--- src/hw/rtl/rcqd_pkg.sv ---
`timescale 1ns / 1ps
// ----------------------------------------------------------------------------
// Robot command queue decoder: package
// Shared types, codes and sizes for the front end, op queue and back end.
// ----------------------------------------------------------------------------
package rcqd_pkg;

  localparam int QUEUE_DEPTH = 24;
  localparam int PTR_W       = $clog2(QUEUE_DEPTH);
  localparam int CNT_W       = 5;

  localparam int OPQ_DEPTH   = 2;
  localparam int OPQ_PTR_W   = $clog2(OPQ_DEPTH);
  localparam int OPQ_CNT_W   = $clog2(OPQ_DEPTH + 1);

  localparam int CFG_IDX_W   = 2;
  localparam int CFG_DATA_W  = 16;

  localparam logic [CFG_IDX_W-1:0] CFG_PULSE_MS    = 2'd0;
  localparam logic [CFG_IDX_W-1:0] CFG_SPEED_LIMIT = 2'd1;
  localparam logic [CFG_IDX_W-1:0] CFG_SERVO_MAX   = 2'd2;

  localparam logic [15:0] PULSE_MS_RST    = 16'd220;
  localparam logic [6:0]  SPEED_LIMIT_RST = 7'd100;
  localparam logic [7:0]  SERVO_MAX_RST   = 8'd180;

  localparam logic [3:0] CMD_FWD       = 4'd0;
  localparam logic [3:0] CMD_BACK      = 4'd1;
  localparam logic [3:0] CMD_LEFT      = 4'd2;
  localparam logic [3:0] CMD_RIGHT     = 4'd3;
  localparam logic [3:0] CMD_PAN       = 4'd4;
  localparam logic [3:0] CMD_TILT      = 4'd5;
  localparam logic [3:0] CMD_LASER_ON  = 4'd6;
  localparam logic [3:0] CMD_LASER_OFF = 4'd7;
  localparam logic [3:0] CMD_STOP      = 4'd8;

  typedef enum logic [1:0] {
    OP_PUSH  = 2'd0,
    OP_DRAIN = 2'd1,
    OP_CLEAR = 2'd2,
    OP_TICK  = 2'd3
  } op_kind_e;

  typedef enum logic [2:0] {
    ACT_NONE         = 3'd0,
    ACT_DRIVE        = 3'd1,
    ACT_PAN          = 3'd2,
    ACT_TILT         = 3'd3,
    ACT_LASER_ARM    = 3'd4,
    ACT_LASER_DISARM = 3'd5,
    ACT_STOP_ALL     = 3'd6
  } action_e;

  typedef struct packed {
    logic [3:0]         cmd_type;
    logic signed [15:0] cmd_param;
  } entry_t;

  typedef struct packed {
    op_kind_e kind;
    entry_t   cmd;
    logic     joy;
  } op_t;

  typedef struct packed {
    logic               last;
    logic               push_ok;
    logic [CNT_W-1:0]   queue_depth;
    action_e            action;
    logic [7:0]         servo_angle;
    logic               override_active;
    logic signed [7:0]  left_speed;
    logic signed [7:0]  right_speed;
  } res_t;

endpackage

--- src/hw/rtl/rcqd_front.sv ---
`timescale 1ns / 1ps
// ----------------------------------------------------------------------------
// Robot command queue decoder: front end
// Registers incoming items and classifies the function code into an op.
// ----------------------------------------------------------------------------
module rcqd_front (
  input  logic                clk_i,
  input  logic                rst_ni,
  input  logic                in_valid_i,
  output logic                in_ready_o,
  input  logic [1:0]          func_i,
  input  logic [3:0]          cmd_type_i,
  input  logic signed [15:0]  cmd_param_i,
  input  logic                joystick_active_i,
  output logic                op_valid_o,
  input  logic                op_ready_i,
  output rcqd_pkg::op_t       op_o
);

  logic           valid_q, valid_d;
  rcqd_pkg::op_t  op_q, op_d;
  rcqd_pkg::op_kind_e kind;

  always_comb begin
    unique case (func_i)
      2'd0:    kind = rcqd_pkg::OP_PUSH;
      2'd1:    kind = rcqd_pkg::OP_DRAIN;
      2'd2:    kind = rcqd_pkg::OP_CLEAR;
      default: kind = rcqd_pkg::OP_TICK;
    endcase
  end

  assign in_ready_o = !valid_q || op_ready_i;

  always_comb begin
    valid_d = valid_q;
    op_d    = op_q;
    if (op_ready_i) begin
      valid_d = 1'b0;
    end
    if (in_valid_i && in_ready_o) begin
      valid_d            = 1'b1;
      op_d.kind          = kind;
      op_d.cmd.cmd_type  = cmd_type_i;
      op_d.cmd.cmd_param = cmd_param_i;
      op_d.joy           = joystick_active_i;
    end
  end

  always_ff @(posedge clk_i or negedge rst_ni) begin
    if (!rst_ni) begin
      valid_q <= 1'b0;
    end else begin
      valid_q <= valid_d;
    end
  end

  always_ff @(posedge clk_i) begin
    op_q <= op_d;
  end

  assign op_valid_o = valid_q;
  assign op_o       = op_q;

endmodule

--- src/hw/rtl/rcqd_opq.sv ---
`timescale 1ns / 1ps
// ----------------------------------------------------------------------------
// Robot command queue decoder: op queue
// Short FIFO that decouples the front end from the back end.
// ----------------------------------------------------------------------------
module rcqd_opq (
  input  logic          clk_i,
  input  logic          rst_ni,
  input  logic          wr_valid_i,
  output logic          wr_ready_o,
  input  rcqd_pkg::op_t wr_op_i,
  output logic          rd_valid_o,
  input  logic          rd_ready_i,
  output rcqd_pkg::op_t rd_op_o
);

  rcqd_pkg::op_t                    slot_q [rcqd_pkg::OPQ_DEPTH];
  logic [rcqd_pkg::OPQ_PTR_W-1:0]   wr_ptr_q, rd_ptr_q;
  logic [rcqd_pkg::OPQ_CNT_W-1:0]   cnt_q;
  logic                             push, pop;

  assign wr_ready_o = cnt_q != rcqd_pkg::OPQ_CNT_W'(rcqd_pkg::OPQ_DEPTH);
  assign rd_valid_o = cnt_q != '0;
  assign rd_op_o    = slot_q[rd_ptr_q];
  assign push       = wr_valid_i && wr_ready_o;
  assign pop        = rd_valid_o && rd_ready_i;

  function automatic logic [rcqd_pkg::OPQ_PTR_W-1:0] bump(
    input logic [rcqd_pkg::OPQ_PTR_W-1:0] p
  );
    return (p == rcqd_pkg::OPQ_PTR_W'(rcqd_pkg::OPQ_DEPTH - 1)) ? '0 : p + 1'b1;
  endfunction

  always_ff @(posedge clk_i or negedge rst_ni) begin
    if (!rst_ni) begin
      wr_ptr_q <= '0;
      rd_ptr_q <= '0;
      cnt_q    <= '0;
    end else begin
      if (push) begin
        wr_ptr_q <= bump(wr_ptr_q);
      end
      if (pop) begin
        rd_ptr_q <= bump(rd_ptr_q);
      end
      if (push && !pop) begin
        cnt_q <= cnt_q + 1'b1;
      end else if (pop && !push) begin
        cnt_q <= cnt_q - 1'b1;
      end
    end
  end

  always_ff @(posedge clk_i) begin
    if (push) begin
      slot_q[wr_ptr_q] <= wr_op_i;
    end
  end

endmodule

--- src/hw/rtl/rcqd_back.sv ---
`timescale 1ns / 1ps
// ----------------------------------------------------------------------------
// Robot command queue decoder: back end
// Ring buffer, drain sequencer, command decode, override state, result reg.
// ----------------------------------------------------------------------------
module rcqd_back (
  input  logic                                clk_i,
  input  logic                                rst_ni,
  input  logic                                cfg_we_i,
  input  logic [rcqd_pkg::CFG_IDX_W-1:0]      cfg_index_i,
  input  logic [rcqd_pkg::CFG_DATA_W-1:0]     cfg_data_i,
  input  logic                                op_valid_i,
  output logic                                op_ready_o,
  input  rcqd_pkg::op_t                       op_i,
  output logic                                res_valid_o,
  input  logic                                res_ready_i,
  output rcqd_pkg::res_t                      res_o
);

  typedef enum logic {S_IDLE, S_DRAIN} state_e;

  state_e                        state_q, state_d;
  logic [15:0]                   pulse_ms_q;
  logic [6:0]                    speed_limit_q;
  logic [7:0]                    servo_max_q;

  rcqd_pkg::entry_t              mem [rcqd_pkg::QUEUE_DEPTH];
  rcqd_pkg::entry_t              rdata_q;
  logic                          mem_we;

  logic [rcqd_pkg::PTR_W-1:0]    head_q, head_d, tail_q, tail_d;
  logic [rcqd_pkg::CNT_W-1:0]    fill_q, fill_d;
  logic signed [7:0]             left_q, left_d, right_q, right_d;
  logic [15:0]                   rem_q, rem_d;
  logic                          joy_q, joy_d, joy_sel;

  logic                          out_valid_q;
  rcqd_pkg::res_t                res_q, res_n;
  logic                          emit, emit_ok;

  // decode of the entry at the head
  logic signed [15:0]            p;
  logic [6:0]                    sp;
  logic signed [7:0]             sp_pos, sp_neg;
  logic                          head_ok;

  function automatic logic [rcqd_pkg::PTR_W-1:0] bump(
    input logic [rcqd_pkg::PTR_W-1:0] ptr
  );
    return (ptr == rcqd_pkg::PTR_W'(rcqd_pkg::QUEUE_DEPTH - 1)) ? '0 : ptr + 1'b1;
  endfunction

  assign p = rdata_q.cmd_param;

  always_comb begin
    if (p[15]) begin
      sp = '0;
    end else if (p[14:0] > 15'(speed_limit_q)) begin
      sp = speed_limit_q;
    end else begin
      sp = p[6:0];
    end
  end

  assign sp_pos  = $signed({1'b0, sp});
  assign sp_neg  = -sp_pos;
  assign head_ok = !p[15] && (p[14:0] <= 15'(servo_max_q));

  assign emit_ok    = !out_valid_q || res_ready_i;
  assign op_ready_o = (state_q == S_IDLE) && emit_ok;
  assign joy_sel    = (state_q == S_IDLE) ? op_i.joy : joy_q;

  always_comb begin
    state_d = state_q;
    head_d  = head_q;
    tail_d  = tail_q;
    fill_d  = fill_q;
    left_d  = left_q;
    right_d = right_q;
    rem_d   = rem_q;
    joy_d   = joy_q;
    mem_we  = 1'b0;
    emit    = 1'b0;
    res_n   = '0;

    unique case (state_q)
      S_IDLE: begin
        if (op_valid_i && op_ready_o) begin
          unique case (op_i.kind)
            rcqd_pkg::OP_PUSH: begin
              emit = 1'b1;
              res_n.last = 1'b1;
              if (fill_q < rcqd_pkg::CNT_W'(rcqd_pkg::QUEUE_DEPTH)) begin
                mem_we        = 1'b1;
                tail_d        = bump(tail_q);
                fill_d        = fill_q + 1'b1;
                res_n.push_ok = 1'b1;
              end
            end
            rcqd_pkg::OP_DRAIN: begin
              joy_d = op_i.joy;
              if (fill_q == '0) begin
                emit       = 1'b1;
                res_n.last = 1'b1;
              end else begin
                state_d = S_DRAIN;
              end
            end
            rcqd_pkg::OP_CLEAR: begin
              emit       = 1'b1;
              res_n.last = 1'b1;
              head_d     = '0;
              tail_d     = '0;
              fill_d     = '0;
            end
            default: begin
              emit       = 1'b1;
              res_n.last = 1'b1;
              if (rem_q != '0) begin
                rem_d = rem_q - 1'b1;
              end
            end
          endcase
        end
      end
      default: begin
        if (emit_ok) begin
          emit       = 1'b1;
          head_d     = bump(head_q);
          fill_d     = fill_q - 1'b1;
          res_n.last = (fill_q == rcqd_pkg::CNT_W'(1));
          if (res_n.last) begin
            state_d = S_IDLE;
          end
          unique case (rdata_q.cmd_type)
            rcqd_pkg::CMD_FWD, rcqd_pkg::CMD_BACK,
            rcqd_pkg::CMD_LEFT, rcqd_pkg::CMD_RIGHT: begin
              res_n.action = rcqd_pkg::ACT_DRIVE;
              left_d  = (rdata_q.cmd_type == rcqd_pkg::CMD_FWD ||
                         rdata_q.cmd_type == rcqd_pkg::CMD_RIGHT) ? sp_pos : sp_neg;
              right_d = (rdata_q.cmd_type == rcqd_pkg::CMD_FWD ||
                         rdata_q.cmd_type == rcqd_pkg::CMD_LEFT) ? sp_pos : sp_neg;
              rem_d   = pulse_ms_q;
            end
            rcqd_pkg::CMD_PAN, rcqd_pkg::CMD_TILT: begin
              if (head_ok) begin
                res_n.servo_angle = p[7:0];
                res_n.action = (rdata_q.cmd_type == rcqd_pkg::CMD_PAN) ?
                               rcqd_pkg::ACT_PAN : rcqd_pkg::ACT_TILT;
              end
            end
            rcqd_pkg::CMD_LASER_ON:  res_n.action = rcqd_pkg::ACT_LASER_ARM;
            rcqd_pkg::CMD_LASER_OFF: res_n.action = rcqd_pkg::ACT_LASER_DISARM;
            rcqd_pkg::CMD_STOP:      res_n.action = rcqd_pkg::ACT_STOP_ALL;
            default:                 res_n.action = rcqd_pkg::ACT_NONE;
          endcase
        end
      end
    endcase

    // override fields show the state after this result
    res_n.queue_depth     = fill_d;
    res_n.override_active = (rem_d != '0) && !joy_sel;
    res_n.left_speed      = res_n.override_active ? left_d  : '0;
    res_n.right_speed     = res_n.override_active ? right_d : '0;
  end

  always_ff @(posedge clk_i or negedge rst_ni) begin
    if (!rst_ni) begin
      state_q       <= S_IDLE;
      pulse_ms_q    <= rcqd_pkg::PULSE_MS_RST;
      speed_limit_q <= rcqd_pkg::SPEED_LIMIT_RST;
      servo_max_q   <= rcqd_pkg::SERVO_MAX_RST;
      head_q        <= '0;
      tail_q        <= '0;
      fill_q        <= '0;
      left_q        <= '0;
      right_q       <= '0;
      rem_q         <= '0;
      joy_q         <= 1'b0;
      out_valid_q   <= 1'b0;
    end else begin
      state_q <= state_d;
      head_q  <= head_d;
      tail_q  <= tail_d;
      fill_q  <= fill_d;
      left_q  <= left_d;
      right_q <= right_d;
      rem_q   <= rem_d;
      joy_q   <= joy_d;
      if (emit) begin
        out_valid_q <= 1'b1;
      end else if (res_ready_i) begin
        out_valid_q <= 1'b0;
      end
      if (cfg_we_i) begin
        unique case (cfg_index_i)
          rcqd_pkg::CFG_PULSE_MS:    pulse_ms_q    <= cfg_data_i;
          rcqd_pkg::CFG_SPEED_LIMIT: speed_limit_q <= cfg_data_i[6:0];
          rcqd_pkg::CFG_SERVO_MAX:   servo_max_q   <= cfg_data_i[7:0];
          default: ;
        endcase
      end
    end
  end

  always_ff @(posedge clk_i) begin
    if (emit) begin
      res_q <= res_n;
    end
  end

  // ring buffer: read data follows the next head so a drain runs one per cycle when the output is not stalled
  always_ff @(posedge clk_i) begin
    if (mem_we) begin
      mem[tail_q] <= op_i.cmd;
    end
    rdata_q <= mem[head_d];
  end

  assign res_valid_o = out_valid_q;
  assign res_o       = res_q;

endmodule

--- src/hw/rtl/robot_command_queue_decoder_top.sv ---
// Push, clear, tick and empty drain pass the front-end register, the op queue and the result
// register. A drain of n entries gives one result per cycle while the output is not stalled.
// Throughput: one single-result item per cycle when not stalled; a drain holds the back end
// for all n reads of its one-port entry store. Up to 2 items wait in the op queue.
// Reset: asynchronous active low; pointers, countdown and overrides clear, registers reload.
`timescale 1ns / 1ps
// ----------------------------------------------------------------------------
// Robot command queue decoder: top level
// Command FIFO with decoder; front end, op queue and back end.
// ----------------------------------------------------------------------------
module robot_command_queue_decoder_top (
  input  logic                             clk_i,
  input  logic                             rst_ni,
  input  logic                             cfg_we_i,
  input  logic [rcqd_pkg::CFG_IDX_W-1:0]   cfg_index_i,
  input  logic [rcqd_pkg::CFG_DATA_W-1:0]  cfg_data_i,
  input  logic                             in_valid_i,
  output logic                             in_ready_o,
  input  logic [1:0]                       func_i,
  input  logic [3:0]                       cmd_type_i,
  input  logic signed [15:0]               cmd_param_i,
  input  logic                             joystick_active_i,
  output logic                             out_valid_o,
  input  logic                             out_ready_i,
  output logic                             last_o,
  output logic                             push_ok_o,
  output logic [4:0]                       queue_depth_o,
  output logic [2:0]                       action_o,
  output logic [7:0]                       servo_angle_o,
  output logic                             override_active_o,
  output logic signed [7:0]                left_speed_o,
  output logic signed [7:0]                right_speed_o
);

  logic           f_valid, f_ready, q_valid, q_ready;
  rcqd_pkg::op_t  f_op, q_op;
  rcqd_pkg::res_t res;

  rcqd_front u_front (
    .clk_i             (clk_i),
    .rst_ni            (rst_ni),
    .in_valid_i        (in_valid_i),
    .in_ready_o        (in_ready_o),
    .func_i            (func_i),
    .cmd_type_i        (cmd_type_i),
    .cmd_param_i       (cmd_param_i),
    .joystick_active_i (joystick_active_i),
    .op_valid_o        (f_valid),
    .op_ready_i        (f_ready),
    .op_o              (f_op)
  );

  rcqd_opq u_opq (
    .clk_i      (clk_i),
    .rst_ni     (rst_ni),
    .wr_valid_i (f_valid),
    .wr_ready_o (f_ready),
    .wr_op_i    (f_op),
    .rd_valid_o (q_valid),
    .rd_ready_i (q_ready),
    .rd_op_o    (q_op)
  );

  rcqd_back u_back (
    .clk_i       (clk_i),
    .rst_ni      (rst_ni),
    .cfg_we_i    (cfg_we_i),
    .cfg_index_i (cfg_index_i),
    .cfg_data_i  (cfg_data_i),
    .op_valid_i  (q_valid),
    .op_ready_o  (q_ready),
    .op_i        (q_op),
    .res_valid_o (out_valid_o),
    .res_ready_i (out_ready_i),
    .res_o       (res)
  );

  assign last_o            = res.last;
  assign push_ok_o         = res.push_ok;
  assign queue_depth_o     = res.queue_depth;
  assign action_o          = res.action;
  assign servo_angle_o     = res.servo_angle;
  assign override_active_o = res.override_active;
  assign left_speed_o      = res.left_speed;
  assign right_speed_o     = res.right_speed;

endmodule

--- config.mk ---
export PLATFORM = sky130hd
export DESIGN_NAME = robot_command_queue_decoder_top
export DESIGN_NICKNAME = d
export VERILOG_FILES = /design/src/hw/rtl/rcqd_pkg.sv /design/src/hw/rtl/rcqd_front.sv /design/src/hw/rtl/rcqd_opq.sv /design/src/hw/rtl/rcqd_back.sv /design/src/hw/rtl/robot_command_queue_decoder_top.sv
export SDC_FILE = /design/constraint.sdc
export NUM_CORES = 1
export LEC_CHECK = 0
export BUFFER_PORTS_ARGS = -buffer_cell sky130_fd_sc_hd__buf_2
export CORE_ASPECT_RATIO = 0.7
export CORE_MARGIN = 1.5
export CORE_UTILIZATION = 62
export CTS_CLUSTER_SIZE = 24
export DETAILED_ROUTE_END_ITERATION = 16
export PLACE_DENSITY = 0.79
export RECOVER_POWER = 50
export SLEW_MARGIN = 10
export SYNTH_ARGS = -nofsm -noshare
export SYNTH_HDL_FRONTEND = slang
export SYNTH_SLANG_ARGS = --single-unit
--- constraint.sdc ---
create_clock -name clk_i -period 4.35 [get_ports clk_i]
set_clock_uncertainty 0.15 [all_clocks]
set_input_delay 0.6525 -clock clk_i [delete_from_list [all_inputs] [get_ports clk_i]]
set_output_delay 0.6525 -clock clk_i [all_outputs]
set_load 0.01 [all_outputs]
* After elaboration in Yosys (flattened, before gate mapping)
Memories as Yosys holds them, arrays and structs flattened. A register that Yosys moved wholly into a read port is not among the register bits. Cells that the tools add are included.
Storage, ports and cells: bits of input ports 46, register bits after elaboration 144, logic and storage cells 169, bits in writable memories 526, memory bits (read-only) 0, output and inout port bits 37, bits in latches 0, memories kept 2
Operators by class: shifts and indexed selects 0, div/mod/pow operators 0, eq/ne operators 19, reductions and logical operators 41, multiply operators 0, bitwise gates (word level) 2, magnitude comparators 3, $add $sub $neg 10, mux-type cells 64
Memories:
- u_back.mem | depth 24, width 20, rd ports 1, clocked after memory_dff 1, wr ports 1, RTL line rcqd_back.sv:27 | rcqd_pkg::entry_t mem [rcqd_pkg::QUEUE_DEPTH];
- u_opq.slot_q | depth 2, width 23, rd ports 1, clocked after memory_dff 0, wr ports 1, RTL line rcqd_opq.sv:17 | rcqd_pkg::op_t slot_q [rcqd_pkg::OPQ_DEPTH];
Operators by type and width (count):
- $mux 16 | 6
- $mux 8 | 8
- $mux 5 | 11
- $reduce_bool 16->1 | 2
- $mux 1 | 29
- $pmux 5 s2 | 2
- $eq 4x3->1 const B | 4
- $sub 16x1->16 const B | 1
- $add 5x1->5 const B | 3
- $gt 15x7->1 | 1
- $le 15x8->1 | 1
- $pmux 3 s5 | 1
- $mux 7 | 2
- $mux 11 | 1
- $eq 5x5->1 const B | 2
- $reduce_bool 2->1 | 5
- $eq 4x2->1 const B | 2
- $logic_and 1x1->1 | 8
- $neg 7->8 | 1
- $reduce_and 2->1 | 4
- $reduce_and 4->1 | 2
- $eq 2x1->1 const B | 3
- $eq 2x2->1 const B | 3
- $logic_not 1->1 | 6
- 21 further kinds | 31

* Longest topological paths before layout
Gate-level depths: netlist of run 1.
depth after elaboration 8, gate-level depth with buffers 14, depth with buffers taken out 14

* Cells and area by module
From an unflattened synthesis of run 1, not the netlist that was laid out.
Unflattened totals: cell total of the unflattened synthesis 2142, area total of the unflattened synthesis 28516.1 µm²
By module, submodules not included:
- rcqd_back | seq. area each 17907.2 µm², instances 1, area an instance 25804.7 µm², cells an instance 2023
- rcqd_opq | seq. area each 1481.4 µm², instances 1, area an instance 1959.4 µm², cells an instance 90
- rcqd_front | seq. area each 715.7 µm², instances 1, area an instance 752.0 µm², cells an instance 29

* Least setup slack after synthesis of run 1
Ideal clock, no wire load.
path kind input-to-reg, start in out_ready_i, end mem u_back.mem[23][0] (netlist bit), enable pin, library setup time 397 ps, data required time 3803 ps, slack 622 ps, buffers on the path 1, arrival time 3181 ps, stages 7, cell sequence nor2b_1 -> buf_2 -> nor3_1 -> nand4_1 -> a211oi_1 -> nand2_1 -> nor2_1
Between the ends: word-level cells in the longest chain between the ends 7
RTL lines:
- start: declaration | RTL line robot_command_queue_decoder_top.sv:24 | input logic out_ready_i,
- $logic_or 1x1->1 | RTL line rcqd_back.sv:69 | assign emit_ok = !out_valid_q || res_ready_i;
- $logic_and 1x1->1 | RTL line rcqd_back.sv:70 | assign op_ready_o = (state_q == S_IDLE) && emit_ok;
- $logic_and 1x1->1 | RTL line rcqd_back.sv:88 | if (op_valid_i && op_ready_o) begin
- $mux 1 | RTL line rcqd_back.sv:88
- $mux 1 | RTL line rcqd_back.sv:86 | unique case (state_q)
- $mux 1 | RTL line rcqd_back.sv:215 | if (mem_we) begin
- $mux 1 (not written as such) | RTL line rcqd_back.sv:216 | mem[tail_q] <= op_i.cmd;
- end: declaration | RTL line rcqd_back.sv:27
Every way passes these cells.

* Final worst setup path of run 1
start reg u_opq.rd_ptr_q, end reg, netlist name u_back.p[8]
Between the ends: word-level cells in the longest chain between the ends 5
RTL lines:
- start: declaration | RTL line rcqd_opq.sv:18 | logic [rcqd_pkg::OPQ_PTR_W-1:0] wr_ptr_q, rd_ptr_q;
- start signal: assignment | RTL line rcqd_opq.sv:44 | rd_ptr_q <= bump(rd_ptr_q);
- $mem_v2 2x23
- $eq 2x2->1 | RTL line rcqd_back.sv:89 | unique case (op_i.kind)
- $mux 5 | RTL line rcqd_back.sv:89
- $mux 5 | RTL line rcqd_back.sv:88
- $mux 5 | RTL line rcqd_back.sv:86
Every way passes these cells. A chain may end at the register's enable or synchronous reset.

==> run metrics, run 1 <==
cells after synthesis=2211; Post-CTS Hold Fix Bufs=0; Mean Syn Cell Area=12.9 um^2; DIE HEIGHT=182 um; # nets final=2379; largest net degree at the start of global routing=120; Mapped Nets=2285; reg-to-reg setup timing slack=570 ps; CTS sink cnt=690; status=finished with violations; Die Wd=259 um; final core utilization=70.2%; # resized after CTS=0; synth warn=0; # DRC=0; vias in the first global route=18000; DRT iter0 DRCs=2711; full die area=0.0473 mm^2; Fillers=3005; Hold Path Sink=u_front.op_o[16]; CP startpoint kind=register; routability cong.=0.893; Setup Crit Path Kind=reg2reg; antenna-violating nets left=0; IO buf count=82; EDFF count, synth=584; DRT Pass-1 Iters=6; H-tree depth=2; Setup Fix Bufs, Post-CTS=0; flops & latches, synth=690; CTS clock-pin slew for the worst setup and hold paths=70 ps; leading register cell type out of synthesis=edfxtp_1; diode count=0; Max VDD drop=578 uV; reg2reg end=u_back.p[8]; Syn Std Cell Area=0.0285 mm^2; area growth from synthesis to final layout=11.3%; Pwr Density=761 mW/mm^2; Max-cap violations=1; worst reg2reg path startpoint=u_opq.rd_ptr_q; Period minus WS final=3780 ps; setup TNS=0 ps; CTS tree=built; worst-skew pair later-pin latency=610 ps; hold depth=1; gr ovfl total=0; CP endpoint kind=register; crit-path max FO=107; Relative slew margins=-129%; post-DR vias/cell=6.35; worst-margin pin slew=3440 ps; min-delay worst type=in2reg; first-pass GRT wire length=107000 um; Min Hold Slack=78.9 ps; DP Wirelength=42500 um; LEAKAGE=11.5 nW; CP arrival=4080 ps; worst r2r path cells=9; failing checks=capacitance limit, slew limit; CTS root buf=clkbuf_16; Layout Cells excl Fill=2958; CTS Buf Count=59; routed vias=18800; Crit path required time=4650 ps; setup violators final=0; RSZ-0062 raised after global routing=no; Synth cell types=78; Slew Limit Fails=61; initial antenna violation count=3; row count=65; layout cell share with drive strength beyond 1=13.5%; Clock Path Buffers=3; Core Area=0.0452 mm^2; Hold Crit Start=cmd_param_i[15]; Global Route Usage Sum=30.1%; post-synthesis sequential area ratio=70.5%; WL final=71100 um; Max Clk Rate=0.265 GHz; period utilization=86.9%; ys async rst share=12.5%; drt wl/cell=24.0 um; io pins=83; dpl cells=2847; Hold Vio Cnt, Final=0; initial core utilization=63.1%
==> where the power goes <==
part,internal (mW),switching (mW)
clock,2.91,2.31
sequential,8.91,0.642
combinational,3.00,6.39
==> worst max-delay path by stage <==
stage               slack, ps           start           endpoint  cells past startpoint
finish                    570  u_opq.rd_ptr_q        u_back.p[8]                      9
global route              380          rst_ni     u_opq.cnt_q[0]                      1
CTS                       660  u_opq.rd_ptr_q        u_back.p[5]                      9
detailed placement        580     out_ready_i        u_back.p[5]                     11
global placement          580     out_ready_i        u_back.p[5]                     11
floorplan                 620     out_ready_i  u_back.mem[23][0]                      7
==> cell type report <==
type | instances | area [um^2] | area share (%)
well taps | 603 | 754 | 2.38
clock inverters | 34 | 287 | 0.902
repair buffers | 152 | 1000 | 3.16
clock buffers | 77 | 1620 | 5.09
inverters | 46 | 179 | 0.563
multi-input cells | 1356 | 7820 | 24.6
flip-flops and latches | 690 | 20100 | 63.3
==> layout by cell type, fill, tap and decap left out, types with 11 or more instances in the layout <==
cell type,netlist,layout
a21oi_1,90,90
nor2b_1,16,16
mux2_2,54,34
clkbuf_16,0,61
and3_1,89,89
clkinv_1,0,15
xor2_1,15,15
nand3_1,89,89
buf_4,6,58
a31oi_1,66,66
clkbuf_1,75,54
dfrtp_1,74,74
a311oi_1,20,20
a2111oi_2,19,19
dfstp_2,12,12
edfxtp_1,584,584
mux2_1,0,20
buf_2,26,43
nor2_1,65,40
nand2_1,538,538
inv_1,42,42
nor2_2,1,26
a211oi_1,12,12
dfxtp_1,20,20
nand4_1,11,11
nor4_1,22,22
ha_1,28,28
clkinv_2,0,12
o22ai_1,24,24
nor3_1,30,29
xnor2_1,18,18
o21ai_0,27,27
==> metal layers <==
metal  part of all wire [%]  global-route usage, %
met5                      0                      0
met4                    2.1                   6.77
met3                     12                   6.92
met2                     45                   44.9
met1                     41                   45.7
==> cell usage after synthesis (11+ instances only) <==
master | n | area share, %
xor2_1 | 15 | 0.46
nor3_1 | 30 | 0.53
nand3_1 | 89 | 1.6
o22ai_1 | 24 | 0.53
buf_2 | 26 | 0.46
a31oi_1 | 66 | 1.4
dfstp_2 | 12 | 1.1
and3_1 | 89 | 2.0
xnor2_1 | 18 | 0.55
nor2_1 | 65 | 0.86
a2111oi_2 | 19 | 1.0
nand2_1 | 538 | 7.1
nor4_1 | 22 | 0.48
clkbuf_1 | 75 | 0.99
inv_1 | 42 | 0.55
o21ai_0 | 27 | 0.47
edfxtp_1 | 584 | 61
a211oi_1 | 12 | 0.32
nand4_1 | 11 | 0.24
dfrtp_1 | 74 | 6.5
a311oi_1 | 20 | 0.61
mux2_2 | 54 | 2.1
a21oi_1 | 90 | 1.6
nor2b_1 | 16 | 0.35
dfxtp_1 | 20 | 1.4
ha_1 | 28 | 1.2
==> per-stage QoR <==
| step | cell area, um^2 | setup WS (ps) | power (mW) |
|---|---|---|---|
| 2_1_floorplan | 28500 | 622 | 15.8 |
| 3_3_place_gp | 29900 | 576 | 18.5 |
| 3_5_place_dp | 29900 | 577 | 18.9 |
| 4_1_cts | 31800 | 661 | 24.1 |
| 5_1_grt | 31800 | 382 | 25.3 |
| 6_report | 31800 | 571 | 24.2 |
==> state kept, by name, summed over array words and instances (netlist names), 2 cells and up <==
name,cells
u_back.fill_q,5
u_back.rdata_q,4
u_back.right_q,8
u_back.left_q,8
u_back.speed_limit_q,7
u_back.pulse_ms_q,16
u_back.servo_max_q,8
u_opq.cnt_q,2
u_back.rem_q,16
u_back.res_o,35
u_back.head_q,5
u_opq.slot_q,46
u_front.op_o,23
u_back.tail_q,5
u_back.mem,480
u_back.p,16
==> worst max-delay path, stage by stage (launching register included) <==
cell,delay (ps)
dfrtp_1,460
or3b_4,460
a2111oi_4,580
o22a_4,310
buf_12,370
nand2_1,100
and3_1,180
a311oi_1,250
a21oi_1,90
a2111oi_2,520
==> logic make-up after synthesis <==
logic type | Yosys count | synth area share [%]
buffers and inverters | 165 | 2.42
adder cells (fa/ha/maj) | 28 | 1.23
flip-flops | 690 | 70.5
XOR/XNOR | 33 | 1.01
AND/OR/NAND/NOR | 921 | 14.8
multiplexers | 59 | 2.39
AO/OA/AOI/OAI | 315 | 7.73
Note: power is estimated with default switching activity, not from simulation.
==> inputs of run 2 (changes only) <==
--- a/config.mk
+++ b/config.mk
@@ -8,10 +8,10 @@
 export BUFFER_PORTS_ARGS = -buffer_cell sky130_fd_sc_hd__buf_2
 export CORE_ASPECT_RATIO = 0.7
 export CORE_MARGIN = 1.5
-export CORE_UTILIZATION = 62
+export CORE_UTILIZATION = 65
 export CTS_CLUSTER_SIZE = 24
 export DETAILED_ROUTE_END_ITERATION = 16
-export PLACE_DENSITY = 0.79
+export PLACE_DENSITY = 0.83
 export RECOVER_POWER = 50
 export SLEW_MARGIN = 10
 export SYNTH_ARGS = -nofsm -noshare
==> constraint.sdc (replaced) <==
create_clock -name clk_i -period 4.48 [get_ports clk_i]
set_clock_uncertainty 0.15 [all_clocks]
set_input_delay 0.448 -clock clk_i [delete_from_list [all_inputs] [get_ports clk_i]]
set_output_delay 0.448 -clock clk_i [all_outputs]
set_load 0.01 [all_outputs]
==> run 2 against run 1 <==
Final area grew 1.6%. Power shrank 0.52%. First-iteration DRC count grew 3.3%. Sequential power shrank 2.6%. Cell count grew 1.1%. Critical path type unchanged. Clock power grew 3%. Register-to-register slack is essentially flat. The flow still finishes with violations (capacitance limit, slew limit). Via count grew 3.6%.
==> run metrics, run 2 (same netlist as run 1, synthesis figures left out) <==
status=finished with violations; failing checks=capacitance limit, slew limit; Core Area=0.0428 mm^2 (-5.3%); Hold Vio Cnt, Final=0 (unchanged); DRT iter0 DRCs=2801 (+3.3%); reg2reg end=u_back.rdata_q[18]; Crit path required time=4770 ps (+120 ps); Largest register FFs=480 (unchanged); Die Wd=253 um (-2.3%); first-pass GRT wire length=111000 um (+3.4%); CTS Buf Count=60 (+1.7%); row count=63 (-3.1%); Max-cap violations=3 (+2); # DRC=0 (unchanged); DP Wirelength=43700 um (+2.8%); Fillers=2482 (-17%); routability cong.=0.915 (+2.5%); most common cell after layout, fill and taps aside=edfxtp_1; Relative slew margins=-118% (+11 points); most frequent cells in the layout=edfxtp_1, nand2_1, a21oi_1; CTS sink cnt=690 (unchanged); H-tree depth=2 (unchanged); CP arrival=4210 ps (+130 ps); DRT Pass-1 Iters=6 (unchanged); period utilization=87.5% (+0.64 points); diode count=0 (unchanged); vias in the first global route=18900 (+4.8%); worst r2r path cells=10 (+1); overall power=24.0 mW (-0.52%); full die area=0.0452 mm^2 (-4.6%); IO buf count=82 (unchanged); setup TNS=0 ps (unchanged); worst reg2reg path startpoint=u_opq.rd_ptr_q; register area=0.0201 mm^2 (unchanged); CP startpoint=u_opq.rd_ptr_q; CP startpoint kind=register; area growth from synthesis to final layout=13.2%; crit path to=u_back.rdata_q[18]; CTS root buf=clkbuf_16; DIE HEIGHT=178 um (-2.3%); Hold Crit Start=cfg_data_i[5]; initial core utilization=66.7% (+3.6 points); io pins=83 (unchanged); post-DR vias/cell=6.50 (+2.5%); min-delay worst type=in2reg; crit-path max FO=26 (-76%); RSZ-0062 raised after global routing=no; CTS clock-pin slew for the worst setup and hold paths=70 ps (about the same); drt wl/cell=24.7 um (+2.8%); antenna-violating nets left=0 (unchanged); worst-margin pin slew=3280 ps (-163 ps); final core utilization=75.4% (+5.2 points); # nets final=2427 (+2.0%); Min Hold Slack=15.6 ps (-63.3 ps); gr ovfl total=0 (unchanged); LEAKAGE=11.7 nW (+2.1%); CTS tree=built; setup violators final=0 (unchanged); Setup Crit Path Kind=reg2reg; layout cell share with drive strength beyond 1=13.7% (+0.18 points); routed vias=19400 (+3.6%); worst-skew pair later-pin latency=620 ps (about the same); Max Clk Rate=0.255 GHz (-3.6%); CP endpoint kind=register; multi-input logic area=0.00782 mm^2 (about the same); Pwr Density=745 mW/mm^2 (-2.1%); Clock Path Buffers=3 (unchanged); Global Route Usage Sum=33.1% (+2.9 points); reg-to-reg setup timing slack=560 ps (about the same); Period minus WS final=3920 ps (+142 ps); largest net degree at the start of global routing=120 (unchanged); Max VDD drop=603 uV (+4.5%); Most flops, register=u_back.mem; Slew Limit Fails=84 (+38%); WL final=73800 um (+3.9%); initial antenna violation count=0 (-3)
[run 2: changes by cell type in the layout (fill, tap and decap cells not counted), sizes merged]
cell         before  now
clkbuf          118  122
inv              46   48
bufinv            5    8
dlygate4sd3       0   40
clkinvlp          1    3
clkinv           28   26
buf             111  112
[run 2: worst min path at each step]
stage | to | depth (start not counted)
2_1_floorplan | u_back.fill_q[0] | 0
3_3_place_gp | u_opq.slot_q[1][20] | 0
3_5_place_dp | u_opq.slot_q[1][8] | 0
4_1_cts | u_back.servo_max_q[5] | 2
5_1_grt | u_back.speed_limit_q[5] | 2
6_report | u_back.servo_max_q[5] | 2
[run 2: timing repair]
action | in CTS | in global routing
setup buffers | 0 | 0
hold buffers | 40 | 0
resized for setup | 0 | 0
hold endpoints to repair | 96 | 0
[run 2: metal layers]
metal	share of wire (%)	GRT usage, %
met1	38	46.6
met2	46	50.3
met3	13	8.92
met4	3.0	11.4
met5	0	0
[run 2: stage by stage]
stage	worst slack [ps]	cell area (um^2)	cells
after floorplan	842	28500	2211
after global placement	714	29900	2836
after detailed placement	626	29900	2836
after CTS	639	32400	2990
after global routing	239	32300	2990
final	559	32300	2990
[run 2: area by class of cell]
cell class	count	area share, %
clock buffers	75	5.05
well taps	585	2.27
inverters	46	0.554
flip-flops and latches	690	62.3
multi-input cells	1356	24.2
repair buffers	199	4.38
clock inverters	39	1.28
[run 2: critical path: stages (launching register included)]
cell       delay, ps
dfrtp_1          450
or3b_4           440
a21oi_1          240
o21ai_1          110
a22oi_2          300
clkinv_2         430
buf_4            370
and3_1           180
a31oi_1          240
a21oi_1          170
a2111oi_2        650
[run 2: power by group]
| part | internal (mW) | switching (mW) | leakage (nW) |
|---|---|---|---|
| combinational | 2.94 | 6.42 | 4.22 |
| clock | 3.04 | 2.33 | 1.00 |
| sequential | 8.66 | 0.649 | 6.48 |
| total | 14.6 | 9.40 | 11.7 |
==> inputs of run 3 (changes only) <==
==> constraint.sdc (replaced) <==
create_clock -name clk_i -period 4.48 [get_ports clk_i]
set_clock_uncertainty 0.15 [all_clocks]
set_input_delay 0.448 -clock clk_i [delete_from_list [all_inputs] [get_ports clk_i]]
set_output_delay 0.448 -clock clk_i [all_outputs]
set_load 0.1 [all_outputs]
==> run 3 against run 2 <==
The run still ends with capacitance limit, slew limit left. Power is 4.7% higher. Routed wire length hardly changed. First-iteration DRC count is 2.0% higher. Highest routed layer unchanged.
==> run metrics, run 3 (same netlist as run 1, synthesis figures left out) <==
family with the most delay on the worst path=compound AO/OA/AOI/OAI gates; Crit path required time=4770 ps (about the same); Relative slew margins=-119% (-1.0 points); DRT Pass-1 Iters=6 (unchanged); worst path bufs/invs=2 (unchanged); row count=63 (unchanged); CP most frequent cell=a21oi_1; worst r2r path cells=10 (unchanged); largest net degree at the start of global routing=120 (unchanged); diode count=0 (unchanged); Hold Vio Cnt, Final=0 (unchanged); initial core utilization=66.7% (unchanged); CTS root buf=clkbuf_16; reg-to-reg setup timing slack=540 ps (-20 ps); Period minus WS final=3940 ps (+20.1 ps); reg2reg end=u_back.rdata_q[18]; final core utilization=75.4% (about the same); Worst path depth=10 (unchanged); routed vias=19400 (-0.098%); Fillers=2479 (-0.12%); status=finished with violations; worst-margin pin slew=3290 ps (+15.3 ps); min-delay worst type=in2reg; Worst path slowest cell=a2111oi_2; Max Clk Rate=0.254 GHz (-0.51%); io pins=83 (unchanged); WL final=73800 um (about the same); pre-CTS setup slack=626 ps (unchanged); Max VDD drop=602 uV (-0.17%); Hold Path Sink=u_back.servo_max_q[5]; drt wl/cell=24.7 um (about the same); DIE HEIGHT=178 um (unchanged); worst reg2reg path startpoint=u_opq.rd_ptr_q; CTS Buf Count=60 (unchanged); setup violators final=0 (unchanged); most frequent cells in the layout=edfxtp_1, nand2_1, a21oi_1; Max-cap violations=3 (unchanged); setup TNS=0 ps (unchanged); RSZ-0062 raised after global routing=no; routability cong.=0.915 (unchanged); crit path cell chain=or3b_4, a21oi_1, o21ai_1, a22oi_2, clkinv_2, buf_4, and3_1, a31oi_1, a21oi_1, a2111oi_2; most common cell after layout, fill and taps aside=edfxtp_1; H-tree depth=2 (unchanged); first-pass GRT wire length=111000 um (unchanged); Pwr Density=780 mW/mm^2 (+4.7%); period utilization=88.0% (+0.45 points); Hold Crit Start=cfg_data_i[5]; hold depth=2 (unchanged); # DRC=0 (unchanged); CTS tree=built; Setup Crit Path Kind=reg2reg; DP Wirelength=43700 um (unchanged); antenna-violating nets left=0 (unchanged); Final WS setup=539 ps (-20.1 ps); layout cell share with drive strength beyond 1=13.9% (+0.21 points); IO buf count=82 (unchanged); overall power=25.2 mW (+4.7%); gr ovfl total=0 (unchanged); LEAKAGE=11.7 nW (+0.12%); CTS sink cnt=690 (unchanged); Largest register FFs=480 (unchanged); Slew Limit Fails=84 (unchanged); Clock Path Buffers=3 (unchanged); initial antenna violation count=0 (unchanged); crit-path max FO=26 (unchanged); area growth from synthesis to final layout=13.2% (about the same); CP arrival=4230 ps (+20 ps); vias in the first global route=18900 (unchanged); CP endpoint kind=register; Crit path largest cell delay=670 ps (+20 ps); CTS clock-pin slew for the worst setup and hold paths=70 ps (about the same); failing checks=capacitance limit, slew limit; Core Area=0.0428 mm^2 (unchanged); Global Route Usage Sum=33.1% (unchanged); Most flops, register=u_back.mem; post-DR vias/cell=6.50 (about the same); Die Wd=253 um (unchanged); CP startpoint kind=register; DRT iter0 DRCs=2857 (+2.0%); worst-skew pair later-pin latency=620 ps (about the same); full die area=0.0452 mm^2 (unchanged); # nets final=2427 (unchanged); Setup Fix Bufs, Post-CTS=0 (unchanged)
run 3: cell count changes in the layout (fill, tap and decap cells not counted):
cell / change
clkbuf_1: -5
buf_2: +5
run 3: final cells by class:
class,instances,area (um^2),share of cell area [%]
inverters,46,179,0.554
repair buffers,199,1420,4.39
flip-flops and latches,690,20100,62.3
clock inverters,39,413,1.28
well taps,585,732,2.27
multi-input cells,1356,7820,24.2
clock buffers,75,1630,5.04
run 3: per-stage QoR:
step	hold WS [ps]	cells	instance area, um^2
finish	19.1	2990	32300
detailed placement	285	2836	29900
floorplan	2.41	2211	28500
global route	2.02	2990	32300
CTS	2.42	2990	32400
global placement	278	2836	29900
run 3: timing repair:
action,in CTS,in global routing
hold buffers,40,0
resized for setup,0,0
endpoints found under the hold margin,96,0
run 3: worst register-to-register path, cell delays in order, from the launching register on:
cell	delay (ps)
dfrtp_1	450
or3b_4	440
a21oi_1	240
o21ai_1	110
a22oi_2	300
clkinv_2	430
buf_4	390
and3_1	190
a31oi_1	240
a21oi_1	170
a2111oi_2	670
run 3: how the worst max path moves through the flow:
stage / start / slack [ps] / to
4_1_cts: u_opq.rd_ptr_q / 640 / u_back.rdata_q[18]
2_1_floorplan: u_back.res_valid_o / 410 / u_back.mem[23][0]
3_3_place_gp: out_ready_i / 710 / u_back.rdata_q[18]
3_5_place_dp: out_ready_i / 630 / u_back.rdata_q[18]
5_1_grt: u_back.speed_limit_q[5] / 240 / u_back.res_o[12]
6_report: u_opq.rd_ptr_q / 540 / u_back.rdata_q[18]
run 3: layer usage:
metal  track usage [%]  wire length (um)
met3              8.92              9440
met5                 0                 0
met2              50.3             33700
met1              46.6             28500
met4              11.4              2140
run 3: report_power, final:
group / internal, mW / total, mW / switching (mW)
Combinational: 2.94 / 10.5 / 7.56
Sequential: 8.66 / 9.31 / 0.648
Clock: 3.04 / 5.37 / 2.33
